[src/rtl/hidrr_pkg.sv]
// hidrr_pkg: shared types, constants and the device-info table for the
// hid++ request responder; no dependencies
`default_nettype none

package hidrr_pkg;

    localparam logic [7:0] RID_SHORT   = 8'h10;
    localparam logic [7:0] RID_LONG    = 8'h11;
    localparam logic [7:0] RID_REPLY_S = 8'h50;
    localparam logic [7:0] RID_REPLY_L = 8'h51;
    localparam logic [7:0] SUB_REG_RD  = 8'h81;

    localparam logic [15:0] REG_BATTERY = 16'h0d00;
    localparam logic [15:0] REG_FW_HI   = 16'hf101;
    localparam logic [15:0] REG_FW_LO   = 16'hf102;

    localparam logic [15:0] FEAT_ROOT     = 16'h0000;
    localparam logic [15:0] FEAT_DEVINFO  = 16'h0003;
    localparam logic [15:0] FEAT_BATTERY  = 16'h1000;
    localparam logic [15:0] FEAT_WIRELESS = 16'h1d4b;

    localparam logic [7:0] BATT_V1_LEVEL  = 8'd50;
    localparam logic [7:0] ROOT_VERSION   = 8'd2;
    localparam logic [7:0] BATT_V2_LEVEL  = 8'd80;
    localparam logic [7:0] BATT_V2_NEXT   = 8'd70;
    localparam logic [7:0] BATT_V2_STATUS = 8'd2;

    localparam int unsigned IDX_W = 5;
    localparam logic [IDX_W-1:0] IDX_LAST_S   = 5'd9;
    localparam logic [IDX_W-1:0] IDX_LAST_L   = 5'd21;
    localparam logic [IDX_W-1:0] IDX_DEVINFO0 = 5'd5;
    localparam logic [IDX_W-1:0] IDX_DEVINFO1 = 5'd16;

    typedef enum logic {
        REG_MODE = 1'b0,
        REG_FW   = 1'b1
    } t_reg_idx;

    // one queued reply descriptor
    typedef struct packed {
        logic [7:0] dev_index;
        logic [7:0] rf_prefix;
        logic [7:0] sub_id;
        logic [7:0] reg_address;
        logic [7:0] b5;
        logic [7:0] b6;
        logic [7:0] b7;
        logic       long_frame;
        logic       dev_info;
    } t_job;

    function automatic logic [7:0] info_byte(input logic [3:0] idx);
        logic [7:0] v;
        case (idx)
            4'd0:    v = 8'h00;
            4'd1:    v = 8'h61;
            4'd2:    v = 8'h62;
            4'd3:    v = 8'h63;
            4'd4:    v = 8'h33;
            4'd5:    v = 8'h44;
            4'd6:    v = 8'h01;
            4'd7:    v = 8'h01;
            4'd8:    v = 8'h00;
            4'd9:    v = 8'h4b;
            4'd10:   v = 8'h53;
            4'd11:   v = 8'h42;
            default: v = 8'h00;
        endcase
        return v;
    endfunction

endpackage

`default_nettype wire

[src/rtl/hidrr_front.sv]
// hidrr_front: accepts a request and classifies it into a reply descriptor
// depends on hidrr_pkg
`default_nettype none

module hidrr_front (
    input  wire logic              i_protocol_mode,
    input  wire logic [31:0]       i_firmware_word,
    input  wire logic [7:0]        i_dev_index,
    input  wire logic [7:0]        i_report_id,
    input  wire logic [7:0]        i_rf_prefix,
    input  wire logic [7:0]        i_sub_id,
    input  wire logic [7:0]        i_reg_address,
    input  wire logic [7:0]        i_param_low,
    input  wire logic [7:0]        i_param_high,
    input  wire logic [7:0]        i_ping_value,
    output hidrr_pkg::t_job        o_job,
    output logic                   o_reply
);

    logic [15:0] w_reg_key;
    logic [15:0] w_feat_key;
    logic        w_reg_rd;

    assign w_reg_key  = {i_reg_address, i_param_low};
    assign w_feat_key = {i_param_low, i_param_high};
    assign w_reg_rd   = (i_sub_id == hidrr_pkg::SUB_REG_RD);

    always_comb begin
        o_job             = '0;
        o_job.dev_index   = i_dev_index;
        o_job.rf_prefix   = i_rf_prefix;
        o_job.sub_id      = i_sub_id;
        o_job.reg_address = i_reg_address;
        o_reply           = 1'b0;
        if (!i_protocol_mode) begin
            o_reply = (i_report_id == hidrr_pkg::RID_SHORT) ||
                      (i_report_id == hidrr_pkg::RID_LONG);
            if (w_reg_rd && w_reg_key == hidrr_pkg::REG_BATTERY) begin
                o_job.b5 = hidrr_pkg::BATT_V1_LEVEL;
            end else if (w_reg_rd && w_reg_key == hidrr_pkg::REG_FW_HI) begin
                o_job.b5 = i_param_low;
                o_job.b6 = i_firmware_word[31:24];
                o_job.b7 = i_firmware_word[23:16];
            end else if (w_reg_rd && w_reg_key == hidrr_pkg::REG_FW_LO) begin
                o_job.b5 = i_param_low;
                o_job.b6 = i_firmware_word[15:8];
                o_job.b7 = i_firmware_word[7:0];
            end else begin
                o_job.long_frame = (i_report_id == hidrr_pkg::RID_LONG);
            end
        end else if (i_report_id == hidrr_pkg::RID_SHORT) begin
            case (w_feat_key)
                hidrr_pkg::FEAT_ROOT: begin
                    o_reply  = 1'b1;
                    o_job.b5 = hidrr_pkg::ROOT_VERSION;
                    o_job.b7 = i_ping_value;
                end
                hidrr_pkg::FEAT_DEVINFO: begin
                    o_reply          = 1'b1;
                    o_job.long_frame = 1'b1;
                    o_job.dev_info   = 1'b1;
                end
                hidrr_pkg::FEAT_BATTERY: begin
                    o_reply          = 1'b1;
                    o_job.long_frame = 1'b1;
                    o_job.b5         = hidrr_pkg::BATT_V2_LEVEL;
                    o_job.b6         = hidrr_pkg::BATT_V2_NEXT;
                    o_job.b7         = hidrr_pkg::BATT_V2_STATUS;
                end
                hidrr_pkg::FEAT_WIRELESS: begin
                    o_reply          = 1'b1;
                    o_job.long_frame = 1'b1;
                end
                default: begin
                    o_reply = 1'b0;
                end
            endcase
        end
    end

endmodule

`default_nettype wire

[src/rtl/hidrr_queue.sv]
// hidrr_queue: two-entry descriptor queue between front and back
// depends on hidrr_pkg
`default_nettype none

module hidrr_queue (
    input  wire logic            i_clk,
    input  wire logic            i_rst_n,
    input  wire logic            i_push,
    input  wire hidrr_pkg::t_job i_job,
    output logic                 o_full,
    input  wire logic            i_pop,
    output hidrr_pkg::t_job      o_job,
    output logic                 o_empty
);

    hidrr_pkg::t_job r_mem [2];
    logic            r_wr_ptr;
    logic            r_rd_ptr;
    logic [1:0]      r_count;

    assign o_full  = (r_count == 2'd2);
    assign o_empty = (r_count == 2'd0);
    assign o_job   = r_mem[r_rd_ptr];

    always_ff @(posedge i_clk) begin
        if (i_push) begin
            r_mem[r_wr_ptr] <= i_job;
        end
    end

    always_ff @(posedge i_clk) begin
        if (!i_rst_n) begin
            r_wr_ptr <= 1'b0;
            r_rd_ptr <= 1'b0;
            r_count  <= 2'd0;
        end else begin
            if (i_push) begin
                r_wr_ptr <= ~r_wr_ptr;
            end
            if (i_pop) begin
                r_rd_ptr <= ~r_rd_ptr;
            end
            case ({i_push, i_pop})
                2'b10:   r_count <= r_count + 2'd1;
                2'b01:   r_count <= r_count - 2'd1;
                default: r_count <= r_count;
            endcase
        end
    end

    a_no_overflow: assert property (@(posedge i_clk) disable iff (!i_rst_n)
        i_push |-> !o_full)
        else $error("push into full queue");
    a_no_underflow: assert property (@(posedge i_clk) disable iff (!i_rst_n)
        i_pop |-> !o_empty)
        else $error("pop from empty queue");
    a_count_range: assert property (@(posedge i_clk) disable iff (!i_rst_n)
        r_count != 2'd3)
        else $error("queue count out of range");

endmodule

`default_nettype wire

[src/rtl/hidrr_back.sv]
// hidrr_back: walks a descriptor byte by byte into the output register
// and appends the running checksum; depends on hidrr_pkg
`default_nettype none

module hidrr_back (
    input  wire logic            i_clk,
    input  wire logic            i_rst_n,
    input  wire hidrr_pkg::t_job i_job,
    input  wire logic            i_empty,
    output logic                 o_pop,
    output logic                 o_tvalid,
    input  wire logic            i_tready,
    output logic [7:0]           o_tdata,
    output logic                 o_tlast
);

    hidrr_pkg::t_job                 r_job;
    logic                            r_busy;
    logic [hidrr_pkg::IDX_W-1:0]     r_idx;
    logic [7:0]                      r_sum;
    logic                            r_out_valid;
    logic [7:0]                      r_out_byte;
    logic                            r_out_last;

    logic                            w_advance;
    logic                            w_emit;
    logic                            w_at_last;
    logic [hidrr_pkg::IDX_W-1:0]     w_last_idx;
    logic [hidrr_pkg::IDX_W-1:0]     w_info_off;
    logic [7:0]                      w_byte;

    assign w_advance  = !r_out_valid || i_tready;
    assign w_emit     = r_busy && w_advance;
    assign w_last_idx = r_job.long_frame ? hidrr_pkg::IDX_LAST_L : hidrr_pkg::IDX_LAST_S;
    assign w_at_last  = (r_idx == w_last_idx);
    assign w_info_off = r_idx - hidrr_pkg::IDX_DEVINFO0;
    assign o_pop      = !i_empty && (!r_busy || (w_emit && w_at_last));

    always_comb begin
        w_byte = 8'h00;
        if (w_at_last) begin
            w_byte = 8'h00 - r_sum;
        end else if (r_job.dev_info && r_idx >= hidrr_pkg::IDX_DEVINFO0 &&
                     r_idx <= hidrr_pkg::IDX_DEVINFO1) begin
            w_byte = hidrr_pkg::info_byte(w_info_off[3:0]);
        end else begin
            case (r_idx)
                5'd0:    w_byte = r_job.dev_index;
                5'd1:    w_byte = r_job.long_frame ? hidrr_pkg::RID_REPLY_L
                                                   : hidrr_pkg::RID_REPLY_S;
                5'd2:    w_byte = r_job.rf_prefix;
                5'd3:    w_byte = r_job.sub_id;
                5'd4:    w_byte = r_job.reg_address;
                5'd5:    w_byte = r_job.b5;
                5'd6:    w_byte = r_job.b6;
                5'd7:    w_byte = r_job.b7;
                default: w_byte = 8'h00;
            endcase
        end
    end

    always_ff @(posedge i_clk) begin
        if (o_pop) begin
            r_job <= i_job;
        end
        if (w_emit) begin
            r_out_byte <= w_byte;
            r_out_last <= w_at_last;
        end
    end

    always_ff @(posedge i_clk) begin
        if (!i_rst_n) begin
            r_busy      <= 1'b0;
            r_idx       <= '0;
            r_sum       <= 8'h00;
            r_out_valid <= 1'b0;
        end else begin
            if (w_advance) begin
                r_out_valid <= w_emit;
            end
            if (o_pop) begin
                r_busy <= 1'b1;
                r_idx  <= '0;
                r_sum  <= 8'h00;
            end else if (w_emit) begin
                r_idx <= r_idx + 5'd1;
                r_sum <= r_sum + w_byte;
                if (w_at_last) begin
                    r_busy <= 1'b0;
                end
            end
        end
    end

    assign o_tvalid = r_out_valid;
    assign o_tdata  = r_out_byte;
    assign o_tlast  = r_out_last;

    a_idx_bound: assert property (@(posedge i_clk) disable iff (!i_rst_n)
        r_busy |-> r_idx <= w_last_idx)
        else $error("byte index past end of frame");
    a_start_zero: assert property (@(posedge i_clk) disable iff (!i_rst_n)
        $rose(r_busy) |-> (r_idx == '0 && r_sum == 8'h00))
        else $error("frame started with stale index or checksum");
    a_hold_stall: assert property (@(posedge i_clk) disable iff (!i_rst_n)
        (o_tvalid && !i_tready) |=> (o_tvalid && $stable(o_tdata) && $stable(o_tlast)))
        else $error("output changed while stalled");

endmodule

`default_nettype wire

[src/rtl/hidrr_top_note.sv]
// hidrr_cfg: apb register file holding protocol mode and firmware word
// depends on hidrr_pkg
`default_nettype none

module hidrr_cfg (
    input  wire logic        i_clk,
    input  wire logic        i_rst_n,
    input  wire logic        psel,
    input  wire logic        penable,
    input  wire logic        pwrite,
    input  wire logic [2:0]  paddr,
    input  wire logic [31:0] pwdata,
    output logic [31:0]      prdata,
    output logic             pready,
    output logic             o_protocol_mode,
    output logic [31:0]      o_firmware_word
);

    logic        r_protocol_mode;
    logic [31:0] r_firmware_word;
    logic        w_wr;

    assign pready = 1'b1;
    assign w_wr   = psel && penable && pwrite && pready;

    always_ff @(posedge i_clk) begin
        if (!i_rst_n) begin
            r_protocol_mode <= 1'b0;
            r_firmware_word <= 32'h0;
        end else if (w_wr) begin
            case (hidrr_pkg::t_reg_idx'(paddr[2]))
                hidrr_pkg::REG_MODE: r_protocol_mode <= pwdata[0];
                hidrr_pkg::REG_FW:   r_firmware_word <= pwdata;
                default:             r_protocol_mode <= r_protocol_mode;
            endcase
        end
    end

    always_comb begin
        case (hidrr_pkg::t_reg_idx'(paddr[2]))
            hidrr_pkg::REG_MODE: prdata = {31'h0, r_protocol_mode};
            hidrr_pkg::REG_FW:   prdata = r_firmware_word;
            default:             prdata = 32'h0;
        endcase
    end

    assign o_protocol_mode = r_protocol_mode;
    assign o_firmware_word = r_firmware_word;

endmodule

`default_nettype wire

[src/rtl/hidpp_request_responder.sv]
// hidpp_request_responder: top level, front classifier, descriptor queue,
// byte generator and apb registers; depends on hidrr_pkg and submodules
//
//  channel   dir  handshake            payload
//  s stream  in   s_tvalid/s_tready    64-bit request bytes
//  m stream  out  m_tvalid/m_tready    reply byte, tlast on checksum
//  apb       in   psel/penable/pready  mode at 0x0, firmware word at 0x4
//
// a request is classified in its accept cycle and queued (two entries)
// a reply of 10 or 22 bytes leaves one byte per cycle while m_tready is high,
// after queue, job and output registers; the byte generator sets the pace
// requests with no reply are consumed without output
// reset is synchronous; output stalls back up through the queue only
`default_nettype none

module hidpp_request_responder (
    input  wire logic        i_clk,
    input  wire logic        i_rst_n,
    input  wire logic        i_s_tvalid,
    output logic             o_s_tready,
    // dev_index, report_id, rf_prefix, sub_id, reg_address, param_low,
    // param_high, ping_value (8 bits each, from bit 0 up)
    input  wire logic [63:0] i_s_tdata,
    output logic             o_m_tvalid,
    input  wire logic        i_m_tready,
    // resp_byte
    output logic [7:0]       o_m_tdata,
    output logic             o_m_tlast,
    input  wire logic        psel,
    input  wire logic        penable,
    input  wire logic        pwrite,
    input  wire logic [2:0]  paddr,
    input  wire logic [31:0] pwdata,
    output logic [31:0]      prdata,
    output logic             pready
);

    logic            w_protocol_mode;
    logic [31:0]     w_firmware_word;
    hidrr_pkg::t_job w_front_job;
    hidrr_pkg::t_job w_queue_job;
    logic            w_reply;
    logic            w_full;
    logic            w_empty;
    logic            w_pop;
    logic            w_push;

    hidrr_cfg u_cfg (
        .i_clk           (i_clk),
        .i_rst_n         (i_rst_n),
        .psel            (psel),
        .penable         (penable),
        .pwrite          (pwrite),
        .paddr           (paddr),
        .pwdata          (pwdata),
        .prdata          (prdata),
        .pready          (pready),
        .o_protocol_mode (w_protocol_mode),
        .o_firmware_word (w_firmware_word)
    );

    hidrr_front u_front (
        .i_protocol_mode (w_protocol_mode),
        .i_firmware_word (w_firmware_word),
        .i_dev_index     (i_s_tdata[7:0]),
        .i_report_id     (i_s_tdata[15:8]),
        .i_rf_prefix     (i_s_tdata[23:16]),
        .i_sub_id        (i_s_tdata[31:24]),
        .i_reg_address   (i_s_tdata[39:32]),
        .i_param_low     (i_s_tdata[47:40]),
        .i_param_high    (i_s_tdata[55:48]),
        .i_ping_value    (i_s_tdata[63:56]),
        .o_job           (w_front_job),
        .o_reply         (w_reply)
    );

    assign o_s_tready = !w_full;
    assign w_push     = i_s_tvalid && o_s_tready && w_reply;

    hidrr_queue u_queue (
        .i_clk   (i_clk),
        .i_rst_n (i_rst_n),
        .i_push  (w_push),
        .i_job   (w_front_job),
        .o_full  (w_full),
        .i_pop   (w_pop),
        .o_job   (w_queue_job),
        .o_empty (w_empty)
    );

    hidrr_back u_back (
        .i_clk    (i_clk),
        .i_rst_n  (i_rst_n),
        .i_job    (w_queue_job),
        .i_empty  (w_empty),
        .o_pop    (w_pop),
        .o_tvalid (o_m_tvalid),
        .i_tready (i_m_tready),
        .o_tdata  (o_m_tdata),
        .o_tlast  (o_m_tlast)
    );

endmodule

`default_nettype wire
[config.mk]
export PLATFORM = sky130hd
export DESIGN_NAME = hidpp_request_responder
export DESIGN_NICKNAME = d
export VERILOG_FILES = /design/src/rtl/hidrr_pkg.sv /design/src/rtl/hidrr_front.sv /design/src/rtl/hidrr_queue.sv /design/src/rtl/hidrr_back.sv /design/src/rtl/hidrr_top_note.sv /design/src/rtl/hidpp_request_responder.sv
export SDC_FILE = /design/constraint.sdc
export NUM_CORES = 1
export LEC_CHECK = 0
export BUFFER_PORTS_ARGS = -buffer_cell sky130_fd_sc_hd__buf_4
export CAP_MARGIN = 20
export CORE_ASPECT_RATIO = 0.8
export CORE_MARGIN = 2
export CORE_UTILIZATION = 35
export CTS_CLUSTER_SIZE = 24
export DETAILED_ROUTE_END_ITERATION = 10
export PLACE_DENSITY = 0.51
export SLEW_MARGIN = 5
export SYNTH_ARGS = -nofsm -noshare
export SYNTH_HDL_FRONTEND = slang
export SYNTH_SLANG_ARGS = --single-unit
[constraint.sdc]
create_clock -name i_clk -period 13.9 [get_ports i_clk]
set_input_delay 3.475 -clock i_clk [delete_from_list [all_inputs] [get_ports i_clk]]
set_output_delay 3.475 -clock i_clk [all_outputs]
set_load 0.005 [all_outputs]
==> results of run 1 <==
## routing by layer
metal  vias up  track usage [%]
li1       3303                -
met1      3242            23.62
met2       151            24.80
met3        33            3.257
met4         0            3.896
met5         -                0
## final cells by class
type | instances | area (um2)
inverter | 18 | 67.56
timing repair buffer | 155 | 1164
clock buffer | 31 | 648.1
clock inverter | 15 | 130.1
multi-input combinational | 521 | 3563
tap | 377 | 471.7
sequential | 235 | 6540
fill | 2771 | 16560
## stage by stage
step                      total power [mW]  cell area, um2  hold slack, ns  utilization (%)  instances
after global routing                 2.010           12580          0.5122            43.17       1352
final                                1.912           12580          0.4786            43.17       1352
after global placement               1.290           11810          0.4725            40.50       1306
after CTS                            1.939           12580          0.4860            43.17       1352
after floorplan                      1.163           10310          0.4516                -        815
after detailed placement             1.292           11810          0.4762            40.50       1306
## worst max-delay path, stage by stage
cell    delay, ns
buf_4        0.26
and2_1       0.19
buf_4        0.11
## sequential cells by signal, indices dropped and copies added, names as in the netlist
name,flops
u_back.r_idx,5
u_back.r_sum,8
u_back.o_tdata,8
u_queue.r_count,2
u_back.o_tvalid,1
u_back.r_job,58
u_back.o_tlast,1
u_queue.r_rd_ptr,1
u_cfg.o_firmware_word,32
u_cfg.o_protocol_mode,1
u_back.r_busy,1
u_queue.r_wr_ptr,1
u_queue.r_mem,116
## worst max path at each step
stage / from / endpoint / slack, ns / cells after the start
5_1_grt: paddr[2] / prdata[0] / 6.32 / 4
4_1_cts: paddr[2] / prdata[0] / 6.38 / 4
2_1_floorplan: i_m_tready / u_queue.r_count[1] / 5.97 / 6
3_5_place_dp: paddr[2] / prdata[0] / 6.38 / 4
3_3_place_gp: paddr[2] / prdata[0] / 6.39 / 4
6_report: paddr[2] / prdata[14] / 6.38 / 3
## synth_stat cells, types with 2 or more instances
cell / n
a21oi_1: 21
a222oi_1: 4
o211ai_1: 7
conb_1: 2
a22oi_1: 20
or4_1: 2
nor3_1: 10
and3_1: 2
nor2b_1: 2
nand3_1: 21
xor2_1: 7
nand2_1: 95
inv_1: 18
mux2i_1: 5
nor2_1: 45
a21boi_0: 37
and2_1: 33
buf_2: 8
nand4b_1: 2
o21ai_0: 29
a31oi_1: 6
a221oi_1: 7
o32ai_1: 3
buf_1: 6
nand2b_1: 6
mux2_2: 60
a22o_1: 7
edfxtp_1: 183
o31ai_1: 3
or3_1: 5
ha_1: 16
a21o_1: 3
clkbuf_1: 26
or4_4: 2
xnor2_1: 10
nor4_4: 2
nor4_1: 6
dfxtp_1: 52
a211oi_1: 2
o21ai_2: 2
nand4_1: 9
## power breakdown
| group | internal, mW | total [mW] | switching (mW) |
|---|---|---|---|
| combinational | 0.174 | 0.366 | 0.192 |
| clock | 0.369 | 0.641 | 0.272 |
| sequential | 0.847 | 0.905 | 0.0578 |
| total | 1.39 | 1.91 | 0.522 |
## logic make-up (layout without fill, tap and decap cells)
| logic type | Yosys count | count (layout) | synth area share [%] |
|---|---|---|---|
| AOI/OAI and AO/OA | 158 | 158 | 10.64 |
| xor gates and xnor gates | 17 | 17 | 1.447 |
| adders and majority gates | 17 | 17 | 2.141 |
| buffers and inverters | 59 | 219 | 2.286 |
| DFF | 235 | 235 | 63.54 |
| muxes | 66 | 66 | 7.200 |
| other | 2 | 7 | 0.07300 |
| and+or+nand+nor | 256 | 256 | 12.67 |
==> impl_metrics.py, run 1 <==
metrics = {
    "run_status": {
        "status": "completed",
    },
    "synthesis": {
        "ys_ff_latch": 235,
        "yosysSeqAreaShare_pct": 63.54,
        "synth_top_area_cell": "edfxtp_1",
        "async_reset_ff_share_pct": 0,
        "synth_cell_type_count": 65,
        "ys_warn_count": 0,
        "syn_area_per_cell_um2": 12.70,
        "synth_area_um2": 10290,
        "yosys-top-cells-area": "edfxtp_1 53%, dfxtp_1 10%, mux2_2 6.6%",
        "syn-instance-count": 810,
        "synthFlopType": "edfxtp_1",
        "synth-edff-count": 183,
        "yosys.area.top_type_share_pct": 53.42,
    },
    "place": {
        "hpwl_mm": 17.02,
        "place_ws_ns": 6.375,
        "portBuffers": 146,
        "place.gp.congestion": 0.7982,
    },
    "clocking": {
        "cts_setup_buffers": 0,
        "ctsHoldBuffers": 0,
        "clk_latency_ns": 0.54,
        "clock-sinks": 235,
        "cts.path.max_buffers": 3,
        "ctsResizeCount": 0,
        "cts_root_buf": "clkbuf_16",
        "cts_buffers": 25,
        "cts_tree": "yes",
        "htree_levels": 1,
        "path_clk_slew_ns": 0.06,
    },
    "layout": {
        "nNetsFinal": 1079,
        "final_common_cell": "edfxtp_1",
        "layout_common_cells": "183 x edfxtp_1, 155 x buf_4, 95 x nand2_1, 60 x mux2_2, 51 x dfxtp_1",
        "antenna_cells": 0,
        "layout-drive-gt1-share_pct": 27.28,
        "area_delta_synth_final_pct": 22.33,
    },
    "critical_path": {
        "worstPathMaxFanout": 37,
        "endpoint_kind": "primary output",
        "critPathArrivalTime_ns": 4.04,
        "r2r_slack_ns": 9.50,
        "r2r-end": "u_back.r_sum[7]",
        "r2r_cells": 13,
        "required_ns": 10.43,
        "critPathKind": "primary input to primary output",
        "worstSetupStartpointType": "primary input",
        "r2r_start": "u_back.r_idx[1]",
    },
    "pwr": {
        "ir_drop_mv": 0.07803,
        "power-per-cell-area_nw_per_um2": 151.9,
        "p_leak_nw": 4.394,
    },
    "timing": {
        "skew_ns": 0.02518,
        "rsz0062_at_grt": "no",
        "finalCritPeriodShare_pct": 54.08,
        "slew_violations": 0,
        "final.min_clock_period_ns": 7.517,
        "hold_violations": 0,
        "fin_ws_ns": 6.383,
        "fin_setup_tns_ns": 0,
        "finalSetupViolCount": 0,
        "tightestPinTransition_ns": 1.058,
        "slew_headroom_pct": 29.45,
        "fmax_mhz": 133.0,
    },
    "floorplanning": {
        "fp.dieW_um": 195.7,
        "ios": 150,
        "coreArea_um2": 29150,
        "die_height_um": 157.3,
        "row_count": 56,
        "initial_utilization_pct": 35.29,
        "die-area_um2": 30790,
    },
    "global_routing": {
        "grt_antenna_before_repair": 0,
        "grt_max_degree": 62,
        "grt_pass1_wl_mm": 38.84,
        "grt_pass1_vias": 6762,
        "overflow": 0,
        "grtUsageTotal_pct": 16.20,
    },
    "drt": {
        "wl_met1_mm": 12.27,
        "ant_nets": 0,
        "met2_length_mm": 10.97,
        "dr.pass1.iters": 5,
        "wirelength_mm": 25.01,
        "viasPerCell": 4.977,
        "drt-wirelength-per-cell_um": 18.50,
        "drt_iter0_markers": 406,
        "via_count": 6729,
        "drc": 0,
        "dr_wl_met3_mm": 1.281,
        "top_layer": "met4",
    },
    "worst_hold_path": {
        "hold_class": "flop to flop",
        "worst_hold_path.endpoint": "u_cfg.o_firmware_word[3]",
        "hp-start": "u_cfg.o_firmware_word[3]",
        "holdPathStages": 2,
    },
    "flow_run": {
        "maxCapViolations": 0,
    },
}
Note: power is estimated with default switching activity, not from simulation.
==> inputs of run 2 (changes only) <==
--- a/config.mk
+++ b/config.mk
@@ -12,7 +12,7 @@
 export CORE_UTILIZATION = 35
 export CTS_CLUSTER_SIZE = 24
 export DETAILED_ROUTE_END_ITERATION = 10
-export PLACE_DENSITY = 0.51
+export PLACE_DENSITY = 0.53
 export SLEW_MARGIN = 5
 export SYNTH_ARGS = -nofsm -noshare
 export SYNTH_HDL_FRONTEND = slang
==> constraint.sdc (replaced) <==
create_clock -name i_clk -period 6.25 [get_ports i_clk]
set_input_delay 1.5625 -clock i_clk [delete_from_list [all_inputs] [get_ports i_clk]]
set_output_delay 1.5625 -clock i_clk [all_outputs]
set_load 0.005 [all_outputs]
==> run 2 against run 1 <==
Compared with the run above:
- clock-buffer cell count decreased by 2
- routed wire length down 1.3%
- via count is 1.2% higher
==> impl_metrics.py, run 2 (synthesized netlist as in run 1, its figures left out) <==
metrics = {
    "run_status": {
        "status": "completed",
    },
    "clocking": {
        "clk_latency_ns": 0.53,
        "ctsResizeCount": 0,
        "path_clk_slew_ns": 0.06,
        "cts.path.max_buffers": 3,
        "cts_buffers": 26,
        "cts_root_buf": "clkbuf_16",
        "cts_setup_buffers": 0,
        "clock-sinks": 235,
        "ctsHoldBuffers": 0,
        "cts_tree": "yes",
        "htree_levels": 1,
    },
    "layout": {
        "largest_reg_flops": 116,
        "layout_common_cells": "183 x edfxtp_1, 152 x buf_4, 95 x nand2_1, 60 x mux2_2, 51 x dfxtp_1",
        "area_delta_synth_final_pct": 23.51,
        "top_register": "u_queue.r_mem",
        "multi_input_area_um2": 3563,
        "antenna_cells": 0,
        "fillers": 2752,
        "layout-drive-gt1-share_pct": 28.28,
        "register_area_um2": 6540,
        "final_common_cell": "edfxtp_1",
        "nNetsFinal": 1079,
    },
    "floorplanning": {
        "ios": 150,
        "row_count": 56,
        "coreArea_um2": 29150,
        "die-area_um2": 30790,
        "die_height_um": 157.3,
        "fp.dieW_um": 195.7,
        "initial_utilization_pct": 35.29,
    },
    "critical_path": {
        "worstPathMaxFanout": 15,
        "endpoint_kind": "flop",
        "crit_path_start": "u_back.r_idx[1]",
        "critPathKind": "flop to flop",
        "worstSetupStartpointType": "flop",
        "crit_chain": "inv_1 > ha_1 > o31ai_1 > a221oi_1 > a221oi_1 > nor2_1 > ha_1 > a21oi_1 > o2111ai_1 > a21oi_1 > o21ai_0 > o21ai_2 > mux2_4",
        "required_ns": 6.66,
        "r2r_start": "u_back.r_idx[1]",
        "cp_top_family": "compound AO/OA/AOI/OAI gates",
        "crit_slowest_cell": "a221oi_1",
        "path_buf_inv": 1,
        "slowest_delay_ns": 0.90,
        "critPathArrivalTime_ns": 4.77,
    },
    "timing": {
        "fin_ws_ns": 1.895,
        "tightestPinTransition_ns": 1.003,
        "fmax_mhz": 229.6,
        "hold_violations": 0,
        "finalCritPeriodShare_pct": 69.67,
        "slew_violations": 0,
        "rsz0062_at_grt": "no",
        "fin_setup_tns_ns": 0,
        "skew_ns": 0.01498,
        "finalSetupViolCount": 0,
        "final.min_clock_period_ns": 4.355,
        "slew_headroom_pct": 33.15,
    },
    "drt": {
        "wirelength_mm": 24.69,
        "drt_iter0_markers": 504,
        "via_count": 6807,
        "viasPerCell": 5.031,
        "dr.pass1.iters": 5,
        "drc": 0,
        "ant_nets": 0,
        "drt-wirelength-per-cell_um": 18.25,
    },
    "global_routing": {
        "grtUsageTotal_pct": 16.11,
        "overflow": 0,
        "grt_max_degree": 61,
        "grt_pass1_wl_mm": 38.78,
        "grt_antenna_before_repair": 0,
        "grt_pass1_vias": 6887,
    },
    "place": {
        "hpwl_mm": 16.45,
        "place_ws_ns": 1.800,
        "portBuffers": 146,
        "place.gp.congestion": 0.8066,
    },
    "pwr": {
        "ir_drop_mv": 0.1935,
        "power-per-cell-area_nw_per_um2": 344.3,
        "p_leak_nw": 4.431,
    },
    "worst_hold_path": {
        "hold_class": "flop to flop",
        "hp-start": "u_cfg.o_firmware_word[4]",
    },
    "flow_run": {
        "maxCapViolations": 0,
    },
}
-- run 2: changes by cell type in the layout (fill, tap and decap cells not counted) --
cell        previous run  this run
clkinvlp_4             0         5
buf_4                155       152
clkbuf_8               0         2
bufinv_16              2         3
inv_16                 1         0
clkinv_2               4         5
clkbuf_1               6         1
clkinv_8               0         2
clkinv_1               8         4
buf_12                 0         2
clkbuf_16             25        26
-- run 2: path summary, 6_finish.rpt --
path | to | slack [ns] | cells past startpoint
setup / recovery | u_back.r_sum[7] | 1.90 | 13
hold / removal | u_cfg.o_firmware_word[4] | 0.48 | 2
setup reg to reg | u_back.r_sum[7] | 1.90 | 13
hold reg to reg | u_cfg.o_firmware_word[4] | 0.48 | 2
-- run 2: area by class of cell --
type,count,area share (%)
Tap cell,377,3.712
Clock buffer,29,5.367
Clock inverter,19,1.576
Multi-Input combinational cell,521,28.05
Timing Repair Buffer,154,9.296
Inverter,18,0.5318
Sequential cell,235,51.47
-- run 2: per-stage QoR --
stage	hold slack, ns	power (mW)	util, %	cell area, um2	instances
2_1_floorplan	0.4516	2.586	-	10310	815
6_report	0.4756	4.375	43.59	12710	1353
5_1_grt	0.5086	4.597	43.59	12710	1353
4_1_cts	0.4789	4.429	43.59	12710	1353
3_5_place_dp	0.4697	2.868	40.56	11820	1305
3_3_place_gp	0.4611	2.864	40.56	11820	1305
-- run 2: power by group --
part	switching [mW]	total [mW]	internal, mW
clock network	0.634	1.55	0.915
logic	0.425	0.811	0.387
registers	0.132	2.02	1.88
-- run 2: per-layer routing --
layer,GRT usage (%),up-vias,share of wire (%)
li1,-,3320,-
met1,22.53,3305,48
met2,26.22,156,46
met3,3.214,26,5.2
met4,3.066,0,1.4
met5,0,-,0
-- run 2: tightest hold or removal path, stage by stage (launching register included) --
cell and delay, ns:
dfxtp_1 0.32, nand2_1 0.05, a21boi_0 0.06
==> inputs of run 3 (changes only) <==
--- a/config.mk
+++ b/config.mk
@@ -12,7 +12,7 @@
 export CORE_UTILIZATION = 35
 export CTS_CLUSTER_SIZE = 24
 export DETAILED_ROUTE_END_ITERATION = 10
-export PLACE_DENSITY = 0.53
+export PLACE_DENSITY = 0.51
 export SLEW_MARGIN = 5
 export SYNTH_ARGS = -nofsm -noshare
 export SYNTH_HDL_FRONTEND = slang
==> constraint.sdc (replaced) <==
create_clock -name i_clk -period 4.2 [get_ports i_clk]
set_input_delay 1.05 -clock i_clk [delete_from_list [all_inputs] [get_ports i_clk]]
set_output_delay 1.05 -clock i_clk [all_outputs]
set_load 0.005 [all_outputs]
==> run 3 against run 2 <==
Compared with the run above:
- sequential power grew 49%
- largest cell class unchanged
- first-iteration DRC count down 9.7%
- critical path depth up 1
==> impl_metrics.py, run 3 (synthesized netlist as in run 1, its figures left out) <==
metrics = {
    "run_status": {
        "status": "completed",
    },
    "place": {
        "hpwl_mm": 17.35,
        "place_area_um2": 11970,
        "place.gp.congestion": 0.7838,
        "place_ws_ns": 0.2674,
        "portBuffers": 146,
        "placed_cells": 1321,
    },
    "layout": {
        "nNetsFinal": 1094,
        "area_delta_synth_final_pct": 24.31,
        "antenna_cells": 0,
        "final_common_cell": "edfxtp_1",
        "top_register": "u_queue.r_mem",
        "largest_reg_flops": 116,
        "layout_common_cells": "183 x edfxtp_1, 166 x buf_4, 95 x nand2_1, 60 x mux2_2, 50 x dfxtp_1",
        "design_area_um2": 12790,
        "layout-drive-gt1-share_pct": 28.69,
        "fin_util_pct": 43.87,
        "fin_cells": 1367,
    },
    "critical_path": {
        "r2r_start": "u_back.r_idx[1]",
        "critPathArrivalTime_ns": 4.27,
        "crit_slowest_cell": "or4_1",
        "slowest_delay_ns": 0.50,
        "endpoint_kind": "flop",
        "crit_chain": "inv_1 > ha_1 > or4_1 > o211a_1 > a221oi_1 > a21oi_1 > ha_1 > fa_1 > a21o_1 > a21oi_1 > nor2b_1 > o21ai_0 > or3_1 > a31oi_1",
        "r2r_slack_ns": 0.31,
        "cp_top_family": "compound AO/OA/AOI/OAI gates",
        "worstPathMaxFanout": 8,
        "r2r_cells": 14,
        "critPathKind": "flop to flop",
        "path_buf_inv": 1,
        "r2r-end": "u_back.r_sum[6]",
        "required_ns": 4.58,
        "worstSetupStartpointType": "flop",
    },
    "drt": {
        "dr_wl_met3_mm": 1.312,
        "via_count": 6756,
        "drt-wirelength-per-cell_um": 18.37,
        "dr.pass1.iters": 5,
        "wl_met1_mm": 12.43,
        "ant_nets": 0,
        "viasPerCell": 4.942,
        "drc": 0,
        "met2_length_mm": 11.02,
        "top_layer": "met4",
        "drt_iter0_markers": 455,
        "wirelength_mm": 25.11,
    },
    "global_routing": {
        "overflow": 0,
        "grtUsageTotal_pct": 16.28,
        "grt_pass1_vias": 6685,
        "grt_max_degree": 60,
        "grt_antenna_before_repair": 0,
        "grt_pass1_wl_mm": 38.68,
    },
    "clocking": {
        "cts_tree": "yes",
        "path_clk_slew_ns": 0.06,
        "htree_levels": 1,
        "ctsResizeCount": 0,
        "ctsHoldBuffers": 0,
        "clock-sinks": 235,
        "cts_setup_buffers": 0,
        "clk_latency_ns": 0.54,
        "cts.path.max_buffers": 3,
        "cts_buffers": 25,
        "cts_root_buf": "clkbuf_16",
    },
    "timing": {
        "fmax_mhz": 257.2,
        "tightestPinTransition_ns": 0.9314,
        "skew_ns": 0.01926,
        "finalSetupViolCount": 0,
        "fin_hold_ws_ns": 0.4774,
        "fin_setup_tns_ns": 0,
        "slew_headroom_pct": 37.91,
        "rsz0062_at_grt": "no",
        "slew_violations": 0,
        "final.min_clock_period_ns": 3.888,
        "finalCritPeriodShare_pct": 92.57,
        "hold_violations": 0,
        "fin_ws_ns": 0.3119,
    },
    "worst_hold_path": {
        "holdPathStages": 2,
        "worst_hold_path.endpoint": "u_cfg.o_firmware_word[22]",
        "hp-start": "u_cfg.o_firmware_word[22]",
        "hold_class": "flop to flop",
    },
    "floorplanning": {
        "fp.dieW_um": 195.7,
        "initial_utilization_pct": 35.29,
        "row_count": 56,
        "coreArea_um2": 29150,
        "die-area_um2": 30790,
        "die_height_um": 157.3,
        "ios": 150,
    },
    "pwr": {
        "power-per-cell-area_nw_per_um2": 502.6,
        "ir_drop_mv": 0.2790,
        "switching_share_pct": 27.26,
        "pwr-share-comb_pct": 19.0,
        "p_leak_nw": 4.503,
        "power_frac_clock_pct": 34.1,
        "power_frac_seq_pct": 46.9,
        "switchingPower_mw": 1.752,
        "power_mw": 6.427,
        "intPower_mw": 4.675,
    },
    "flow_run": {
        "maxCapViolations": 0,
    },
}
[run 3: cell types whose count changed in the layout (fill, tap and decap cells not counted), moves of 2 or more]
cell and delta:
clkinvlp_4 -4, clkbuf_1 +3, clkinv_8 -2, clkbuf_8 -2, buf_4 +14, buf_12 +2, clkinv_2 -3, clkinv_1 +5
[run 3: power by group through the flow]
stage | combinational, mW | clock (mW) | sequential (mW)
CTS | 1.24 | 2.25 | 3.02
floorplan | 0.915 | 0 | 2.92
detailed placement | 1.23 | 0 | 3.07
global route | 1.36 | 2.36 | 3.04
global placement | 1.22 | 0 | 3.07
finish | 1.22 | 2.19 | 3.01
[run 3: layout make-up]
class                   instances  area [um2]
clock buffers                  29       640.6
clock inverters                17       170.2
fillers                      2750       16360
inverters                      18       67.56
multi-input cells             521        3571
flip-flops and latches        235        6541
well taps                     377       471.7
repair buffers                170        1326
[run 3: per-layer routing]
metal,global-route usage (%),up-vias
met5,0,-
met2,25.19,145
met1,23.77,3242
met3,3.493,31
li1,-,3338
met4,2.922,0
[run 3: worst max path at each step]
stage                    startpoint                  end  slack [ns]  cells past startpoint
floorplan             i_s_tdata[41]  u_queue.r_mem[0][0]       -0.95                      6
global placement    u_back.r_idx[0]      u_back.r_sum[6]        0.31                     14
detailed placement  u_back.r_idx[0]      u_back.r_sum[6]        0.27                     14
CTS                 u_back.r_idx[0]      u_back.r_sum[6]        0.26                     14
global route        u_back.r_idx[1]      u_back.r_sum[6]        0.01                     14
finish              u_back.r_idx[1]      u_back.r_sum[6]        0.31                     14
[run 3: worst reg2reg max path: cells and delay by family (launching register included)]
family | cells | cell delay, ns
and+or+nand+nor | 3 | 0.71
adders and majority gates | 3 | 1.00
buffers and inverters | 1 | 0.15
AOI/OAI and AO/OA | 7 | 1.41
DFF | 1 | 0.48
